**config.mk**
```make
export PLATFORM = sky130hd
export DESIGN_NAME = integer_to_word_tokens
export DESIGN_NICKNAME = d
export VERILOG_FILES = /design/src/ittw_pkg.sv /design/src/integer_to_word_tokens.sv /design/src/ittw_bcd.sv /design/src/ittw_emit.sv
export SDC_FILE = /design/constraint.sdc
export NUM_CORES = 1
export LEC_CHECK = 0
export BUFFER_PORTS_ARGS = -buffer_cell sky130_fd_sc_hd__buf_4
export CAP_MARGIN = 30
export CORE_MARGIN = 2
export CORE_UTILIZATION = 30
export CTS_BUF_LIST = sky130_fd_sc_hd__clkbuf_16
export DETAILED_ROUTE_END_ITERATION = 10
export SYNTH_ARGS = -nofsm -noshare
export SYNTH_HDL_FRONTEND = slang
export SYNTH_SLANG_ARGS = --single-unit
```
**constraint.sdc**
```tcl
create_clock -name clk -period 3.3 [get_ports clk]
set_input_delay 0.165 -clock clk [delete_from_list [all_inputs] [get_ports clk]]
set_output_delay 0.165 -clock clk [all_outputs]
set_load 0.02 [all_outputs]
```
**src/ittw_pkg.sv**
```systemverilog
// shared types and constants for the integer to word token converter
package ittw_pkg;

	localparam int VALUE_W   = 31;
	localparam int WORD_W    = 5;
	localparam int NUM_DIGITS = 10;
	localparam int CNT_W     = $clog2(VALUE_W);

	// token codes
	localparam logic [WORD_W-1:0] TOK_ZERO     = 5'd0;
	localparam logic [WORD_W-1:0] TOK_TEN      = 5'd10;
	localparam logic [WORD_W-1:0] TOK_TENS0    = 5'd18;
	localparam logic [WORD_W-1:0] TOK_HUNDRED  = 5'd28;
	localparam logic [WORD_W-1:0] TOK_THOUSAND = 5'd29;
	localparam logic [WORD_W-1:0] TOK_MILLION  = 5'd30;
	localparam logic [WORD_W-1:0] TOK_BILLION  = 5'd31;

	// group index, billions first
	localparam logic [1:0] GRP_BILLION  = 2'd0;
	localparam logic [1:0] GRP_MILLION  = 2'd1;
	localparam logic [1:0] GRP_THOUSAND = 2'd2;
	localparam logic [1:0] GRP_UNITS    = 2'd3;

	// steps within one group
	localparam logic [2:0] STP_HDIGIT  = 3'd0;
	localparam logic [2:0] STP_HUNDRED = 3'd1;
	localparam logic [2:0] STP_TENS    = 3'd2;
	localparam logic [2:0] STP_ONES    = 3'd3;
	localparam logic [2:0] STP_SCALE   = 3'd4;

	typedef logic [NUM_DIGITS-1:0][3:0] digits_t;

	// conversion result handed from the bcd converter to the token sequencer
	typedef struct packed {
		logic    done;
		digits_t dig;
	} bcd_res_t;

endpackage

```
**src/integer_to_word_tokens.sv**
```systemverilog
// top level of the integer to english word token converter
//
// Takes one unsigned 31-bit value per input transfer and returns its English
// spelling as a run of 5-bit word tokens, one token per output transfer, with
// m_tlast on the final token. Token codes: 0 Zero, 1..19 One..Nineteen,
// 20..27 Twenty..Ninety, 28 Hundred, 29 Thousand, 30 Million, 31 Billion.
// A value of zero gives the single token Zero. One value is handled at a
// time: the value first runs through a bit-serial binary to bcd converter,
// then a sequencer walks the billions, millions, thousands and units groups
// in five steps each (20 steps, one per cycle, a step that yields a token
// waits for the output register to free). The block takes the next value
// only after the sequencer has finished. The last token may still sit in
// the output register while the next value is already taken.
module integer_to_word_tokens (
	input  logic        clk,
	input  logic        arst_n,
	// input stream
	input  logic        s_tvalid,
	output logic        s_tready,
	input  logic [31:0] s_tdata,   // [30:0] value, [31] zero fill
	// output stream
	output logic        m_tvalid,
	input  logic        m_tready,
	output logic [7:0]  m_tdata,   // [4:0] word, [7:5] zero fill
	output logic        m_tlast
);

	logic                          bcd_busy;
	logic                          emit_busy;
	logic                          start;
	ittw_pkg::bcd_res_t            bcd_res;
	logic [ittw_pkg::WORD_W-1:0]   word;

	// a new value is taken only when both the converter and the sequencer are free
	assign s_tready = !bcd_busy && !emit_busy;
	assign start    = s_tvalid && s_tready;

	// bit-serial decimal conversion
	ittw_bcd u_bcd (
		.clk    (clk),
		.arst_n (arst_n),
		.start  (start),
		.value  (s_tdata[ittw_pkg::VALUE_W-1:0]),
		.busy   (bcd_busy),
		.res    (bcd_res)
	);

	// group walk and output register
	ittw_emit u_emit (
		.clk       (clk),
		.arst_n    (arst_n),
		.res       (bcd_res),
		.busy      (emit_busy),
		.out_valid (m_tvalid),
		.out_ready (m_tready),
		.out_word  (word),
		.out_last  (m_tlast)
	);

	assign m_tdata = {3'b000, word};

endmodule

```
**src/ittw_bcd.sv**
```systemverilog
// serial binary to bcd converter, one input bit per cycle (shift and add three)
module ittw_bcd (
	input  logic                          clk,
	input  logic                          arst_n,
	input  logic                          start,
	input  logic [ittw_pkg::VALUE_W-1:0]  value,
	output logic                          busy,
	output ittw_pkg::bcd_res_t            res
);

	logic [ittw_pkg::VALUE_W-1:0] bin_q;
	ittw_pkg::digits_t            bcd_q;
	ittw_pkg::digits_t            adj;
	logic [ittw_pkg::NUM_DIGITS*4-1:0] adj_bits;
	logic [ittw_pkg::CNT_W-1:0]   cnt_q;
	logic                         run_q;
	logic                         done_q;

	// add three to every digit of five or more before the shift
	always_comb begin
		for (int i = 0; i < ittw_pkg::NUM_DIGITS; i++) begin
			adj[i] = (bcd_q[i] >= 4'd5) ? bcd_q[i] + 4'd3 : bcd_q[i];
		end
	end

	// flat view of the adjusted digits for the one-bit shift
	assign adj_bits = adj;

	always_ff @(posedge clk or negedge arst_n) begin
		if (!arst_n) begin
			run_q  <= 1'b0;
			done_q <= 1'b0;
			cnt_q  <= '0;
		end else begin
			done_q <= 1'b0;
			if (start) begin
				run_q <= 1'b1;
				cnt_q <= ittw_pkg::CNT_W'(ittw_pkg::VALUE_W - 1);
			end else if (run_q) begin
				cnt_q <= cnt_q - 1'b1;
				if (cnt_q == '0) begin
					run_q  <= 1'b0;
					done_q <= 1'b1;
				end
			end
		end
	end

	always_ff @(posedge clk) begin
		if (start) begin
			bin_q <= value;
			bcd_q <= '0;
		end else if (run_q) begin
			bin_q <= {bin_q[ittw_pkg::VALUE_W-2:0], 1'b0};
			bcd_q <= {adj_bits[ittw_pkg::NUM_DIGITS*4-2:0], bin_q[ittw_pkg::VALUE_W-1]};
		end
	end

	assign busy     = run_q | done_q;
	assign res.done = done_q;
	assign res.dig  = bcd_q;

endmodule

```
**src/ittw_emit.sv**
```systemverilog
// token sequencer: walks the four digit groups and drives the output register
module ittw_emit (
	input  logic                          clk,
	input  logic                          arst_n,
	input  ittw_pkg::bcd_res_t            res,
	output logic                          busy,
	output logic                          out_valid,
	input  logic                          out_ready,
	output logic [ittw_pkg::WORD_W-1:0]   out_word,
	output logic                          out_last
);

	ittw_pkg::digits_t          dig_q;
	logic                       run_q;
	logic                       zero_q;
	logic [1:0]                 grp_q;
	logic [2:0]                 stp_q;
	logic                       ovalid_q;
	logic [ittw_pkg::WORD_W-1:0] oword_q;
	logic                       olast_q;

	logic [3:0]                 h, t, o;
	logic [3:0]                 nz;
	logic                       later_nz;
	logic                       gnz;
	logic                       emit;
	logic                       fin_step;
	logic [ittw_pkg::WORD_W-1:0] tok;
	logic                       free;
	logic                       adv;
	logic                       finish;

	// nonzero flag of each group
	assign nz[0] = dig_q[9] != 4'd0;
	assign nz[1] = (dig_q[8] | dig_q[7] | dig_q[6]) != 4'd0;
	assign nz[2] = (dig_q[5] | dig_q[4] | dig_q[3]) != 4'd0;
	assign nz[3] = (dig_q[2] | dig_q[1] | dig_q[0]) != 4'd0;

	always_comb begin
		unique case (grp_q)
			ittw_pkg::GRP_BILLION: begin
				h = 4'd0;     t = 4'd0;     o = dig_q[9];
				later_nz = nz[1] | nz[2] | nz[3];
			end
			ittw_pkg::GRP_MILLION: begin
				h = dig_q[8]; t = dig_q[7]; o = dig_q[6];
				later_nz = nz[2] | nz[3];
			end
			ittw_pkg::GRP_THOUSAND: begin
				h = dig_q[5]; t = dig_q[4]; o = dig_q[3];
				later_nz = nz[3];
			end
			default: begin
				h = dig_q[2]; t = dig_q[1]; o = dig_q[0];
				later_nz = 1'b0;
			end
		endcase
	end

	assign gnz = (h | t | o) != 4'd0;

	// decide whether the current step gives a token, and whether it closes the group
	always_comb begin
		emit     = 1'b0;
		fin_step = 1'b0;
		tok      = ittw_pkg::TOK_ZERO;
		if (zero_q) begin
			emit     = 1'b1;
			fin_step = 1'b1;
		end else begin
			unique case (stp_q)
				ittw_pkg::STP_HDIGIT: begin
					emit = h != 4'd0;
					tok  = {1'b0, h};
				end
				ittw_pkg::STP_HUNDRED: begin
					emit     = h != 4'd0;
					tok      = ittw_pkg::TOK_HUNDRED;
					fin_step = (grp_q == ittw_pkg::GRP_UNITS) && (t == 4'd0) && (o == 4'd0);
				end
				ittw_pkg::STP_TENS: begin
					if (t >= 4'd2) begin
						emit = 1'b1;
						tok  = ittw_pkg::TOK_TENS0 + {1'b0, t};
					end else if (t == 4'd1) begin
						emit = 1'b1;
						tok  = ittw_pkg::TOK_TEN + {1'b0, o};
					end else begin
						emit = o != 4'd0;
						tok  = {1'b0, o};
					end
					fin_step = (grp_q == ittw_pkg::GRP_UNITS) && !((t >= 4'd2) && (o != 4'd0));
				end
				ittw_pkg::STP_ONES: begin
					emit     = (t >= 4'd2) && (o != 4'd0);
					tok      = {1'b0, o};
					fin_step = grp_q == ittw_pkg::GRP_UNITS;
				end
				ittw_pkg::STP_SCALE: begin
					emit     = gnz && (grp_q != ittw_pkg::GRP_UNITS);
					fin_step = 1'b1;
					case (grp_q)
						ittw_pkg::GRP_BILLION:  tok = ittw_pkg::TOK_BILLION;
						ittw_pkg::GRP_MILLION:  tok = ittw_pkg::TOK_MILLION;
						default:                tok = ittw_pkg::TOK_THOUSAND;
					endcase
				end
				default: begin
					emit = 1'b0;
				end
			endcase
			emit = emit && gnz;
		end
	end

	assign free   = !ovalid_q || out_ready;
	assign adv    = run_q && (!emit || free);
	assign finish = zero_q || ((grp_q == ittw_pkg::GRP_UNITS) && (stp_q == ittw_pkg::STP_SCALE));

	always_ff @(posedge clk or negedge arst_n) begin
		if (!arst_n) begin
			run_q    <= 1'b0;
			zero_q   <= 1'b0;
			grp_q    <= ittw_pkg::GRP_BILLION;
			stp_q    <= ittw_pkg::STP_HDIGIT;
			ovalid_q <= 1'b0;
		end else begin
			if (res.done) begin
				run_q  <= 1'b1;
				zero_q <= res.dig == '0;
				grp_q  <= ittw_pkg::GRP_BILLION;
				stp_q  <= ittw_pkg::STP_HDIGIT;
			end else if (adv) begin
				if (finish) begin
					run_q  <= 1'b0;
					zero_q <= 1'b0;
				end else if (stp_q == ittw_pkg::STP_SCALE) begin
					stp_q <= ittw_pkg::STP_HDIGIT;
					grp_q <= grp_q + 2'd1;
				end else begin
					stp_q <= stp_q + 3'd1;
				end
			end
			if (adv && emit) begin
				ovalid_q <= 1'b1;
			end else if (out_ready) begin
				ovalid_q <= 1'b0;
			end
		end
	end

	always_ff @(posedge clk) begin
		if (res.done) begin
			dig_q <= res.dig;
		end
		if (adv && emit) begin
			oword_q <= tok;
			olast_q <= fin_step && !later_nz;
		end
	end

	assign busy      = run_q;
	assign out_valid = ovalid_q;
	assign out_word  = oword_q;
	assign out_last  = olast_q;

endmodule
```
==> results of run 1 <==
[per-layer routing]
metal  share of wire  up-vias  wire [um]
met5               0        -          0
met4           0.011        0        160
met3           0.040       16        582
met2            0.46      131       6660
met1            0.49     2355       7050
li1                -     2541          -
[registers in the layout (all words and copies together), names as in the netlist]
signal / cells
u_bcd.res: 40
u_emit.dig_q: 40
u_bcd.bin_q: 31
u_bcd.cnt_q: 5
u_emit.out_word: 5
u_emit.stp_q: 3
u_emit.grp_q: 2
u_bcd.done_q: 1
u_bcd.run_q: 1
u_emit.busy: 1
u_emit.out_last: 1
u_emit.out_valid: 1
u_emit.zero_q: 1
[final timing paths]
path	startpoint	endpoint	slack, ns	cells after the start
setup / recovery	u_emit.grp_q[0]	u_emit.grp_q[0]	0.28	9
hold / removal	s_tdata[17]	u_bcd.bin_q[17]	0.01	3
setup reg to reg	u_emit.grp_q[0]	u_emit.grp_q[0]	0.28	9
hold reg to reg	u_bcd.bin_q[30]	u_bcd.res[0]	0.49	2
max in group asynchronous	arst_n	u_bcd.done_q	2.92	2
min in group asynchronous	arst_n	u_bcd.cnt_q[1]	0.16	2
[metrics by stage]
stage	cell area (um2)	std cells
detailed placement	7370	986
global route	8180	1038
global placement	7370	986
finish	8180	1038
floorplan	6780	687
CTS	8170	1038
[logic make-up (layout without fill, tap and decap cells)]
family,Yosys count,in the layout,synth area share
xor+xnor,21,21,0.0271
mux,15,15,0.0223
simple gates,272,272,0.181
flops,132,132,0.515
fa+ha+maj,44,44,0.0812
buf+inv,58,129,0.0375
compound gates,142,142,0.136
other cells,1,3,0.000553
[power by group through the flow]
stage	logic [mW]	clock network, mW	registers, mW
2_1_floorplan	2.11	0	2.74
3_3_place_gp	2.67	0	2.82
3_5_place_dp	2.72	0	2.83
4_1_cts	2.76	1.95	2.80
5_1_grt	3.15	2.02	2.88
6_report	2.75	1.91	2.80
[cell usage in the layout, fill, tap and decap left out, drive strengths merged, types with 20 or more instances in the layout]
master and count:
dlygate4sd3 20, nand2 160, a21oi 37, nor2 36, ha 44, inv 32
buf 48, dfxtp 40, o21ai 58, edfxtp 77
[layout make-up]
cell class	instances	area, um2	area share
Sequential cell	132	3490	0.427
Clock inverter	15	179	0.0219
Tap cell	280	350	0.0428
Clock buffer	17	425	0.0520
Inverter	29	109	0.0133
Multi-Input combinational cell	497	3050	0.373
Timing Repair Buffer	68	573	0.0701
[repair_timing]
item	in CTS	in global routing
gates resized for setup	0	3
buffers inserted	0	0
hold buffers	20	0
setup endpoints to repair	0	1
hold endpoints to repair	34	0
[worst max-delay path: stages (launching register included)]
cell and delay, ns:
dfrtp_1 0.42, inv_1 0.10, ha_2 0.29, a22oi_1 0.27, o21ai_2 0.13, or3_4 0.41, o32ai_2 0.37, a211oi_2 0.20
nor4b_4 0.34, mux2_1 0.36
==> summary.txt, run 1 <==
Status -> completed
Gpl congestion -> 0.888
Final Slew Violations -> 0
Met3 GRT Util -> 0.0283
Yosys Warn Count -> 0
Initial DRC Count -> 442
Register area share after synthesis -> 0.515
CTS tree -> done
Clock power frac -> 0.256
Clk root buf -> clkbuf_16
Total CTS buffers -> 17
HPWL Detailed -> 9970 um
Global routing's busiest layer -> met2
Crit Path Category -> flip-flop to flip-flop
Crit. End Element -> flip-flop
Cells after Synth -> 685
Nets -> 825
Startpoint class of the critical path -> flip-flop
Largest net degree at the start of global routing -> 78
CP required -> 3.59 ns
Fin util -> 0.371
Htree depth -> 4
Final hold vios -> 0
Synthesis-to-finish area growth -> 20.7%
DRC -> 0
Initial antenna violation count -> 0
Switching power -> 2.76 mW
First-pass GRT wire length -> 24000 um
Finish-stage setup viols -> 0
Initial core utilization -> 0.308
Post-synth EDFFs -> 77
IO Pins -> 47
Sequential share of power -> 0.376
Core ar. -> 0.0220 mm2
Die area -> 0.0238 mm2
Place WS -> 0.138 ns
Syn Area/Cell -> 9.89 um2
Setup Total Neg Slack -> 0 ns
Wire length per cell -> 13.9 um
Synth unique cells -> 63
Worst hold slack -> 0.0105 ns
# fillers -> 2180
Skew final -> 0.0115 ns
Final Power -> 7.46 mW
Routed WL -> 14500 um
Post-synth top cells -> 160 x nand2_1, 77 x edfxtp_1, 51 x o21ai_0, 44 x ha_1, 40 x dfxtp_1
Post-synth ARST share -> 0.114
Most frequent cell after synthesis -> nand2_1
Antenna Nets Post-Route -> 0
Longest Clk Path Bufs -> 2
Fmax -> 331 MHz
Met2 usage -> 0.199
Top-area cell type share of the netlist area -> 0.341
Via count -> 5043
Clock transition at path regs -> 0.06 ns
Routed vias/inst -> 4.86
DIE WIDTH -> 154 um
Syn Std Cell Area -> 0.00678 mm2
Max Fanout on Critical Path -> 13
Tmin final -> 3.02 ns
Seq cells post-synth -> 132
Antenna diode count -> 0
Top cells by area, synth -> edfxtp_1 34%, dfxtp_1 12%, nand2_1 8.9%, ha_1 8.1%, dfrtp_1 5.5%
Worst Path Arrival -> 3.31 ns
Maximum VDD drop -> 0.375 mV
Relative slew slack -> 0.472
TritonRoute pass-1 iters -> 5
Static leakage -> 3.21 nW
Post-synth top flop -> edfxtp_1
Internal power -> 4.70 mW
RSZ-0062 raised after global routing -> no
Worst Hold Class -> input port to flip-flop
Clock Sinks -> 132
Final period utilization -> 0.916
Vias in the first global route -> 4789
Power share of the combinational group -> 0.369
Layout cells sized above 1 -> 0.128
Switching share of total power -> 0.370
Die H -> 154 um
IO Port Bufs -> 42
Largest area contributor in the netlist -> edfxtp_1
Pwr Density -> 912 mW/mm2
MaxCap Viol Count -> 0
Row count -> 54
GRT overflow -> 0
Setup ws final -> 0.277 ns
Met1 usage -> 0.171
Worst Tran Pin Value -> 0.792 ns
Worst-skew pair later-pin latency -> 0.42 ns
GRT Util Overall -> 0.126
No activity file was read; power rests on OpenSTA's default activity.
==> run 2: changes to the inputs <==
==> constraint.sdc (replaced) <==
create_clock -name clk -period 3.4 [get_ports clk]
set_input_delay 0.17 -clock clk [delete_from_list [all_inputs] [get_ports clk]]
set_output_delay 0.17 -clock clk [all_outputs]
set_load 0.02 [all_outputs]
==> summary.txt, run 2 (synthesized netlist as in run 1, its figures left out) <==
Initial core utilization -> 0.308 (unchanged)
Hold Path Depth -> 3 (unchanged)
Final period utilization -> 0.931 (+0.0148)
IO Port Bufs -> 42 (unchanged)
Clk root buf -> clkbuf_16
Max Fanout on Critical Path -> 16 (+3)
Row count -> 54 (unchanged)
Crit. End Element -> flip-flop
IO Pins -> 47 (unchanged)
Largest net degree at the start of global routing -> 78 (unchanged)
Setup Total Neg Slack -> 0 ns (unchanged)
Commonest non-fill, non-tap cell in the layout -> nand2_1
Finish-stage setup viols -> 0 (unchanged)
Antenna Nets Post-Route -> 0 (unchanged)
Gpl congestion -> 0.862 (-3.0%)
CTS-repair resized insts -> 0 (unchanged)
Total CTS buffers -> 17 (unchanged)
Skew final -> 0.0116 ns (+0.0000968 ns)
Internal power -> 4.56 mW (-3.0%)
Initial antenna violation count -> 0 (unchanged)
Worst Hold Launch -> s_tdata[13]
GRT overflow -> 0 (unchanged)
Vias in the first global route -> 4656 (-2.8%)
DIE WIDTH -> 154 um (unchanged)
Crit Reg-Reg Startpoint -> u_emit.grp_q[1]
Routed vias/inst -> 4.86 (about the same)
Place WS -> 0.282 ns (+0.144 ns)
RSZ-0062 raised after global routing -> no
Die H -> 154 um (unchanged)
MaxCap Viol Count -> 0 (unchanged)
First-pass GRT wire length -> 23500 um (-2.3%)
Worst Tran Pin Value -> 0.824 ns (+0.0326 ns)
Static leakage -> 3.20 nW (-0.41%)
Pwr Density -> 895 mW/mm2 (-1.9%)
Setup ws final -> 0.235 ns (-0.0420 ns)
CP required -> 3.70 ns (+0.11 ns)
Worst Path Arrival -> 3.46 ns (+0.15 ns)
Reg2Reg Setup Slack -> 0.23 ns (-0.04 ns)
Sequential share of power -> 0.374 (-0.002)
DRC -> 0 (unchanged)
Nets -> 819 (-0.73%)
Synthesis-to-finish area growth -> 19.4%
Fmax -> 316 MHz (-4.5%)
Via count -> 5018 (-0.50%)
Maximum VDD drop -> 0.342 mV (-8.8%)
# fillers -> 2201 (+0.96%)
Initial DRC Count -> 304 (-31%)
Core ar. -> 0.0220 mm2 (unchanged)
Most frequent cells in the layout -> 160 x nand2_1, 77 x edfxtp_1, 51 x o21ai_0
Relative slew slack -> 0.446 (-0.0259)
Final Slew Violations -> 0 (unchanged)
TritonRoute pass-1 iters -> 5 (unchanged)
Worst reg2reg path depth -> 9 (unchanged)
Worst Hold Class -> input port to flip-flop
Die area -> 0.0238 mm2 (unchanged)
Power share of the combinational group -> 0.367 (-0.002)
HPWL Detailed -> 9990 um (+0.26%)
Routed WL -> 14400 um (-0.34%)
Antenna diode count -> 0 (unchanged)
GRT Util Overall -> 0.124 (-0.00121)
Crit Path Category -> flip-flop to flip-flop
Hold Path End -> u_bcd.bin_q[13]
Longest Clk Path Bufs -> 2 (unchanged)
Tmin final -> 3.17 ns (+0.142 ns)
Switching power -> 2.68 mW (-2.7%)
CTS tree -> done
Critical R2R Capture -> u_emit.grp_q[0]
Htree depth -> 4 (unchanged)
Clock power frac -> 0.259 (+0.003)
Worst-skew pair later-pin latency -> 0.42 ns (about the same)
Clock Sinks -> 132 (unchanged)
Layout cells sized above 1 -> 0.128 (-0.000309)
Startpoint class of the critical path -> flip-flop
Status -> completed
Switching share of total power -> 0.371 (+0.000781)
Clock transition at path regs -> 0.06 ns (about the same)
Worst hold slack -> 0.0117 ns (+0.00121 ns)
Final hold vios -> 0 (unchanged)
Wire length per cell -> 14.0 um (+0.24%)
[run 2: changes by cell type in the layout (fill, tap and decap cells not counted), sizes merged]
| cell | delta |
|---|---|
| clkinv | +1 |
| inv | +1 |
| dlygate4sd3 | -8 |
| buf | +2 |
| clkinvlp | -2 |
[run 2: power groups by stage]
stage               sequential, mW  combinational, mW  clock (mW)
global placement              2.73               2.59           0
CTS                           2.71               2.66        1.90
global route                  2.79               3.03        1.97
floorplan                     2.66               2.05           0
detailed placement            2.75               2.64           0
finish                        2.71               2.65        1.87
[run 2: worst max-delay path: stages, from the launching register on]
cell      delay, ns
dfrtp_1        0.42
inv_1          0.09
ha_1           0.40
a22oi_1        0.29
o21ai_1        0.18
or3_4          0.41
o32ai_2        0.37
a211oi_2       0.19
nor4b_4        0.34
mux2_1         0.35
[run 2: area by class of cell]
type	instances	area (um2)	share of cell area
tap	280	350	0.0433
clock buffer	17	425	0.0526
inverter	29	109	0.0135
sequential	132	3490	0.431
clock inverter	15	178	0.0220
timing repair buffer	62	495	0.0612
multi-input combinational	497	3040	0.376
[run 2: layer usage]
layer	global-route usage	share of wire
met4	0.0370	0.012
met5	0	0
met1	0.165	0.48
met2	0.198	0.46
met3	0.0347	0.047
[run 2: stage by stage]
stage	total power [mW]	std cells	instance area, um2	util
2_1_floorplan	4.71	687	6780	-
3_3_place_gp	5.33	988	7370	0.335
3_5_place_dp	5.38	988	7370	0.335
4_1_cts	7.28	1031	8080	0.367
5_1_grt	7.79	1032	8090	0.367
6_report	7.24	1032	8090	0.367
[run 2: worst max path at each step]
stage,startpoint,to,cells after the start
finish,u_emit.grp_q[1],u_emit.grp_q[0],9
global route,u_emit.grp_q[1],u_emit.grp_q[0],9
CTS,u_emit.grp_q[1],u_emit.grp_q[0],9
detailed placement,u_emit.grp_q[1],u_emit.grp_q[0],9
global placement,u_emit.grp_q[1],u_emit.grp_q[0],9
floorplan,u_bcd.done_q,u_bcd.bin_q[0],3
[run 2: timing repair]
action | CTS | global route
buffers inserted | 0 | 0
hold buffers | 11 | 1
hold endpoints to repair | 25 | 1
==> run 3: changes to the inputs <==
--- a/config.mk
+++ b/config.mk
@@ -10,7 +10,10 @@
 export CORE_MARGIN = 2
 export CORE_UTILIZATION = 30
 export CTS_BUF_LIST = sky130_fd_sc_hd__clkbuf_16
+export CTS_CLUSTER_DIAMETER = 60
 export DETAILED_ROUTE_END_ITERATION = 10
+export RECOVER_POWER = 25
+export SLEW_MARGIN = 0
 export SYNTH_ARGS = -nofsm -noshare
 export SYNTH_HDL_FRONTEND = slang
 export SYNTH_SLANG_ARGS = --single-unit
==> summary.txt, run 3 (synthesized netlist as in run 1, its figures left out) <==
Most frequent cells in the layout -> 160 x nand2_1, 77 x edfxtp_1, 51 x o21ai_0
Tmin final -> 3.16 ns (-0.00184 ns)
Worst Hold Class -> input port to flip-flop
Setup Total Neg Slack -> 0 ns (unchanged)
Pwr Density -> 894 mW/mm2 (about the same)
RSZ-0062 raised after global routing -> no
Startpoint class of the critical path -> flip-flop
Layout cells sized above 1 -> 0.122 (-0.00532)
Vias in the first global route -> 4656 (unchanged)
Worst Path Arrival -> 3.46 ns (about the same)
DRC -> 0 (unchanged)
TritonRoute pass-1 iters -> 5 (unchanged)
Max Fanout on Critical Path -> 16 (unchanged)
Worst Hold Launch -> s_tdata[6]
Longest Clk Path Bufs -> 2 (unchanged)
Place WS -> 0.282 ns (unchanged)
Worst reg2reg path depth -> 9 (unchanged)
# fillers -> 2205 (+0.18%)
CP peak stage delay -> 0.42 ns (about the same)
Final Power -> 7.22 mW (-0.24%)
IO Pins -> 47 (unchanged)
Routed WL -> 14400 um (-0.13%)
Routed vias/inst -> 4.85 (-0.18%)
Worst hold slack -> 0.0138 ns (+0.00210 ns)
Critical path buffer and inverter count -> 1 (unchanged)
Synthesis-to-finish area growth -> 19.2%
Setup ws final -> 0.237 ns (+0.00184 ns)
Final period utilization -> 0.930 (about the same)
Hold Path Depth -> 3 (unchanged)
Worst Tran Pin Value -> 0.955 ns (+0.130 ns)
First-pass GRT wire length -> 23500 um (unchanged)
Nets -> 819 (unchanged)
Clock Sinks -> 132 (unchanged)
CTS-repair resized insts -> 0 (unchanged)
Total CTS buffers -> 17 (unchanged)
Count of hold-fix buffers inserted at cts -> 11 (unchanged)
Initial antenna violation count -> 0 (unchanged)
Htree depth -> 4 (unchanged)
Row count -> 54 (unchanged)
Clock transition at path regs -> 0.06 ns (about the same)
Final Slew Violations -> 0 (unchanged)
IO Port Bufs -> 42 (unchanged)
Via count -> 5009 (-0.18%)
CP required -> 3.69 ns (about the same)
Gpl congestion -> 0.862 (unchanged)
Crit Reg-Reg Startpoint -> u_emit.grp_q[1]
Fmax -> 316 MHz (about the same)
Core ar. -> 0.0220 mm2 (unchanged)
Largest net degree at the start of global routing -> 78 (unchanged)
Critical R2R Capture -> u_emit.grp_q[0]
Maximum VDD drop -> 0.341 mV (-0.35%)
Finish-stage setup viols -> 0 (unchanged)
GRT overflow -> 0 (unchanged)
Static leakage -> 3.18 nW (-0.46%)
GRT Util Overall -> 0.124 (unchanged)
Commonest non-fill, non-tap cell in the layout -> nand2_1
Crit. End Element -> flip-flop
CTS tree -> done
Reg2Reg Setup Slack -> 0.24 ns (about the same)
Hold Path End -> u_bcd.bin_q[6]
Initial core utilization -> 0.308 (unchanged)
MaxCap Viol Count -> 0 (unchanged)
Inst Count DP -> 988 (unchanged)
Finished Layout Cells -> 1032 (unchanged)
Antenna diode count -> 0 (unchanged)
Post-CTS setup buffer count -> 0 (unchanged)
Status -> completed
Die area -> 0.0238 mm2 (unchanged)
Crit-path slowest cell -> dfrtp_1
Clk root buf -> clkbuf_16
Crit path max-delay family -> compound AO/OA/AOI/OAI gates
Antenna Nets Post-Route -> 0 (unchanged)
Die H -> 154 um (unchanged)
Worst-skew pair later-pin latency -> 0.42 ns (about the same)
Relative slew slack -> 0.364 (-0.0828)
Initial DRC Count -> 303 (-0.33%)
Skew final -> 0.0114 ns (-0.000251 ns)
Crit Path Category -> flip-flop to flip-flop
DIE WIDTH -> 154 um (unchanged)
CP cell instances -> inv_1 -> ha_1 -> a22oi_1 -> o21ai_1 -> or3_4 -> o32ai_2 -> a211oi_2 -> nor4b_4 -> mux2_1
Wire length per cell -> 13.9 um (-0.13%)
HPWL Detailed -> 9990 um (unchanged)
Final hold vios -> 0 (unchanged)
## run 3: changes by cell type in the layout (fill, tap and decap cells not counted), sizes merged
cell | previous run | this run
buf | 50 | 46
clkbuf | 17 | 21
## run 3: power by group
part           leakage [nW]  switching [mW]  internal, mW
sequential             1.22           0.409          2.30
clock                 0.296           0.715          1.16
combinational          1.67            1.56          1.08
## run 3: layout make-up
type                       count  area (um2)  area share
clock buffer                  17         425      0.0527
clock inverter                15         178      0.0220
inverter                      29         109      0.0135
multi-input combinational    497        3040       0.377
sequential                   132        3490       0.432
tap                          280         350      0.0434
timing repair buffer          62         480      0.0595
## run 3: worst max path at each step
stage	depth (start not counted)	from	endpoint	slack (ns)
CTS	9	u_emit.grp_q[1]	u_emit.grp_q[0]	0.27
detailed placement	9	u_emit.grp_q[1]	u_emit.grp_q[0]	0.28
global route	9	u_emit.grp_q[1]	u_emit.grp_q[0]	0.04
finish	9	u_emit.grp_q[1]	u_emit.grp_q[0]	0.24
floorplan	3	u_bcd.done_q	u_bcd.bin_q[0]	0.26
global placement	9	u_emit.grp_q[1]	u_emit.grp_q[0]	0.37
## run 3: worst reg2reg max path, stage by stage, from the launching register on
cell and delay, ns:
dfrtp_1 0.42, inv_1 0.09, ha_1 0.40, a22oi_1 0.30
o21ai_1 0.18, or3_4 0.41, o32ai_2 0.37, a211oi_2 0.19
nor4b_4 0.34, mux2_1 0.35
## run 3: per-stage QoR
step / util / instance area (um2)
final: 0.367 / 8080
after global routing: 0.367 / 8080
after CTS: 0.367 / 8080
after detailed placement: 0.335 / 7370
after global placement: 0.335 / 7370
after floorplan: - / 6780
## run 3: layer usage
metal,part of all wire,vias to the layer above,track usage,wire (um)
met5,0,-,0,0
met4,0.011,0,0.0370,165
met3,0.045,10,0.0347,647
met2,0.46,129,0.198,6620
met1,0.48,2342,0.165,6950
li1,-,2528,-,-
